<file path="src/rtl/ffa_pkg.sv">
// ----------------------------------------------------------------------------
// ffa_pkg
// shared types, constants and helpers for the first-fit arena allocator
// ----------------------------------------------------------------------------
package ffa_pkg;

    // arena geometry
    localparam int ARENA_BYTES = 4096;
    localparam int HDR_BYTES   = 2;
    localparam int ADDR_W      = $clog2(ARENA_BYTES);
    localparam int POS_W       = ADDR_W + 1;
    // header word: free bit on top of the payload size
    localparam int WORD_W      = ADDR_W + 1;

    // last offset at which a header still fits, also the largest payload
    localparam logic [POS_W-1:0] MAX_POS = POS_W'(ARENA_BYTES - HDR_BYTES);
    localparam logic [POS_W-1:0] HDR_POS = POS_W'(HDR_BYTES);

    // request kinds
    localparam logic KIND_ALLOC = 1'b0;
    localparam logic KIND_FREE  = 1'b1;

    // result status codes
    typedef enum logic [2:0] {
        ST_OK           = 3'd0,
        ST_TOO_LARGE    = 3'd1,
        ST_NO_SPACE     = 3'd2,
        ST_NOT_ALLOC    = 3'd3,
        ST_ALREADY_FREE = 3'd4
    } t_status;

    // shared unit operations
    typedef enum logic {
        ALU_ADD2 = 1'b0,
        ALU_SUB  = 1'b1
    } t_alu_op;

    // sequencer states
    typedef enum logic [4:0] {
        S_INIT,
        S_IDLE,
        S_A_RD,
        S_A_CHK,
        S_A_NXT,
        S_A_SPL,
        S_A_SPW,
        S_A_MRK,
        S_F_RD,
        S_F_ADV,
        S_F_CHK,
        S_F_MP,
        S_F_AB,
        S_F_AB_RD,
        S_F_AB_CHK,
        S_DONE
    } t_state;

    // header memory write request
    typedef struct packed {
        logic              we;
        logic [ADDR_W-1:0] addr;
        logic [WORD_W-1:0] data;
    } t_ram_wr;

    // true when a header placed at pos lies wholly inside the arena
    function automatic logic hdr_fits(input logic [POS_W-1:0] pos);
        return pos <= MAX_POS;
    endfunction

endpackage

</file>
<file path="src/rtl/ffa_alu.sv">
// ----------------------------------------------------------------------------
// ffa_alu
// shared add/subtract unit: step over a header or compare two offsets
// ----------------------------------------------------------------------------
module ffa_alu (
    input  ffa_pkg::t_alu_op          i_op,
    input  logic [ffa_pkg::POS_W-1:0] i_a,
    input  logic [ffa_pkg::POS_W-1:0] i_b,
    output logic [ffa_pkg::POS_W-1:0] o_res,
    output logic                      o_borrow,
    output logic                      o_zero
);

    logic [ffa_pkg::POS_W:0] sum;

    // a + b + header bytes, or a - b with borrow out
    always_comb begin
        unique case (i_op)
            ffa_pkg::ALU_ADD2: sum = {1'b0, i_a} + {1'b0, i_b} + {1'b0, ffa_pkg::HDR_POS};
            ffa_pkg::ALU_SUB:  sum = {1'b0, i_a} - {1'b0, i_b};
            default:           sum = '0;
        endcase
    end

    assign o_res    = sum[ffa_pkg::POS_W-1:0];
    assign o_borrow = (i_op == ffa_pkg::ALU_SUB) && sum[ffa_pkg::POS_W];
    assign o_zero   = (o_res == '0);

endmodule

</file>
<file path="config.mk">
export PLATFORM = sky130hd
export DESIGN_NAME = ffa_alu
export DESIGN_NICKNAME = d
export VERILOG_FILES = /design/src/rtl/ffa_pkg.sv /design/src/rtl/ffa_alu.sv
export SDC_FILE = /design/constraint.sdc
export NUM_CORES = 1
export LEC_CHECK = 0
export BUFFER_PORTS_ARGS = -buffer_cell sky130_fd_sc_hd__buf_2
export CORE_ASPECT_RATIO = 0.9
export CORE_UTILIZATION = 45
export DETAILED_ROUTE_END_ITERATION = 8
export MAX_ROUTING_LAYER = met4
export PLACE_DENSITY = 0.69
export SETUP_SLACK_MARGIN = 0.15
export SYNTH_ARGS = -nofsm -noshare
export SYNTH_HDL_FRONTEND = slang
export SYNTH_SLANG_ARGS = --single-unit
</file>
<file path="constraint.sdc">
create_clock -name vclk -period 4.1
set_input_delay 0.205 -clock vclk [all_inputs]
set_output_delay 0.205 -clock vclk [all_outputs]
set_load 0.005 [all_outputs]
</file>
==> out/qor.yml <==
cp_max_fo: 3
hold_class: "primary input to primary output"
path_buf_inv: 4
fin_ws_ns: 0.951
synth_cell_types: 48
setup_viol: 0
slowest_stage: "fa_1"
slew_violations: 0
path_depth: 15
required_ns: 3.89
syn_area_sq_um: 1490
grt_pass1_vias: 1231
cts-resized-gates: 0
ctsHoldBuffers: 0
powerDensity_nw_per_um2: 172
crit_path_end_kind: "primary output"
route.antenna.remaining_nets: 0
synth-xor-area-share: 0.0764
rsz0062_at_grt: "false"
seqCellArea_sq_um: 0
drt_wl_total_microns: 3140
cpPeakStageDelay_ns: 0.42
first_pass_iters: 4
max_freq_mhz: 318
cp-start-kind: "primary input"
placed_area_sq_um: 1750
via_count: 1453
yosysSeqAreaShare: 0
synth_compound_area_frac: 0.307
min_period_ns: 3.15
ys_warn_count: 0
port-buffer-count: 42
synthCells: 196
dp_hpwl_microns: 2780
finalCritPeriodShare: 0.768
cp.arrival_ns: 2.94
leakagePower_nw: 0.931
whs_endpoint: "o_res[0]"
drt_iter0_markers: 62
min_from: "i_b[0]"
io_pins: 42
synth_top_family_by_area: "adder cells"
path_cells: "buf_2, inv_1, ha_1, inv_1, ha_1, fa_1, a21oi_2, o211ai_1, or3_1, nand3_1, o211ai_1, a2111oi_2, nand4bb_1, nor4_2, buf_2"
finalHoldViolCount: 0
hold_depth: 4
grt_pass1_wl_microns: 5490
worst_pin_slew_ns: 0.397
synth_fa_ha_area_frac: 0.338
viasPerCell: 5.23
start_util: 0.479
worstSetupPathType: "primary input to primary output"
power_uw: 300
syn_area_per_cell_sq_um: 7.60
drc: 0
clkbuf_count: 0
post_cts_buffers: 0
gp_congestion: 0.837
post-place-ws_ns: 0.923
die_h_microns: 56.6
track_usage: 0.192
slew_headroom: 0.733
grt-ovfl-total: 0
drive_gt1_frac: 0.237
tns_ns: 0
antenna_found_initial: 0
instances_no_fill: 278
maxCapViolCount: 0
placementRows: 19
placed_cells: 278
grt_max_degree: 15
vdd_drop_max_mv: 0.0815
design.seq.count: 0
post_synth_and_or_nand_nor_area_fraction: 0.153
syn_to_final_growth_pct: 17.1
syn_nets: 262
core_sq_um: 3110
dieArea_sq_um: 3550
antenna_cells: 0
wl_per_cell_microns: 11.3
synth_mux_area_frac: 0.0378
fp.dieW_microns: 62.7
nNetsFinal: 304
status: "finished, final reports clean"
postLayoutCellArea_sq_um: 1750
critPathTopFamily: "adder cells"
synth_stat cells, drive strengths merged (3+ instances only):
cell    count  area share
o31ai       5       0.045
a21oi      13       0.049
nand3       3       0.010
nor2       15       0.038
inv        33       0.083
ha         37        0.31
xnor2      10       0.059
o211ai      3       0.015
nand2       7       0.018
a211oi      4       0.024
nor3        8       0.027
o21a        6       0.030
o21ai      11       0.039
xor2        3       0.018
mux2i       3       0.020
a21o        4       0.020
cell type report:
type               instances  area [sq um]
fillers                  319          1370
inverters                 33           124
multi-input cells        161          1360
well taps                 42          52.6
repair buffers            42           210
stage by stage:
stage / utilization / hold slack (ns)
6_report: 0.560 / 0.783
5_1_grt: 0.560 / 0.796
4_1_cts: 0.560 / 0.786
3_5_place_dp: 0.560 / 0.787
3_3_place_gp: 0.560 / 0.773
2_1_floorplan: - / 0.536
worst min-delay path, cell delays in order:
cell,delay (ns)
buf_2,0.09
ha_1,0.12
inv_1,0.05
buf_2,0.12
placed cells by master, fill, tap and decap left out, drive strengths merged, types with 4 or more instances in the layout:
master / Yosys / routed
buf: 0 / 42
ha: 37 / 37
inv: 33 / 33
nor2: 15 / 15
a21oi: 13 / 13
o21ai: 11 / 11
xnor2: 10 / 10
nor3: 8 / 8
nand2: 7 / 7
o21a: 6 / 6
o31ai: 5 / 5
a21o: 4 / 4
a211oi: 4 / 4
power breakdown:
| group | internal [mW] | leakage, nW | switching, mW |
|---|---|---|---|
| logic | 0.140 | 0.931 | 0.160 |
| clock network | 0 | 0 | 0 |
| registers | 0 | 0 | 0 |
| total | 0.140 | 0.931 | 0.160 |
how the worst max path moves through the flow:
stage,from,slack [ns],to
after global placement,i_a[1],0.99,o_zero
after detailed placement,i_a[1],0.92,o_zero
after CTS,i_a[1],0.92,o_zero
final,i_a[1],0.95,o_zero
after global routing,i_a[1],0.62,o_zero
after floorplan,i_a[1],1.30,o_zero
layer usage:
metal / vias to the layer above / global-route usage / routed length, microns
met2: 35 / 0.273 / 1170
met3: 0 / 0.00407 / 118
li1: 780 / - / -
met1: 638 / 0.312 / 1850
met5: - / - / 0
met4: 0 / 0 / 0
cell families (layout without fill, tap and decap cells):
group                    after synthesis  count (layout)
AND/OR/NAND/NOR                       45              45
adder cells (fa/ha/maj)               39              39
XOR/XNOR                              13              13
AO/OA/AOI/OAI                         59              59
multiplexers                           5               5
buffers and inverters                 35              75
Power figures use the tool's default switching activity.
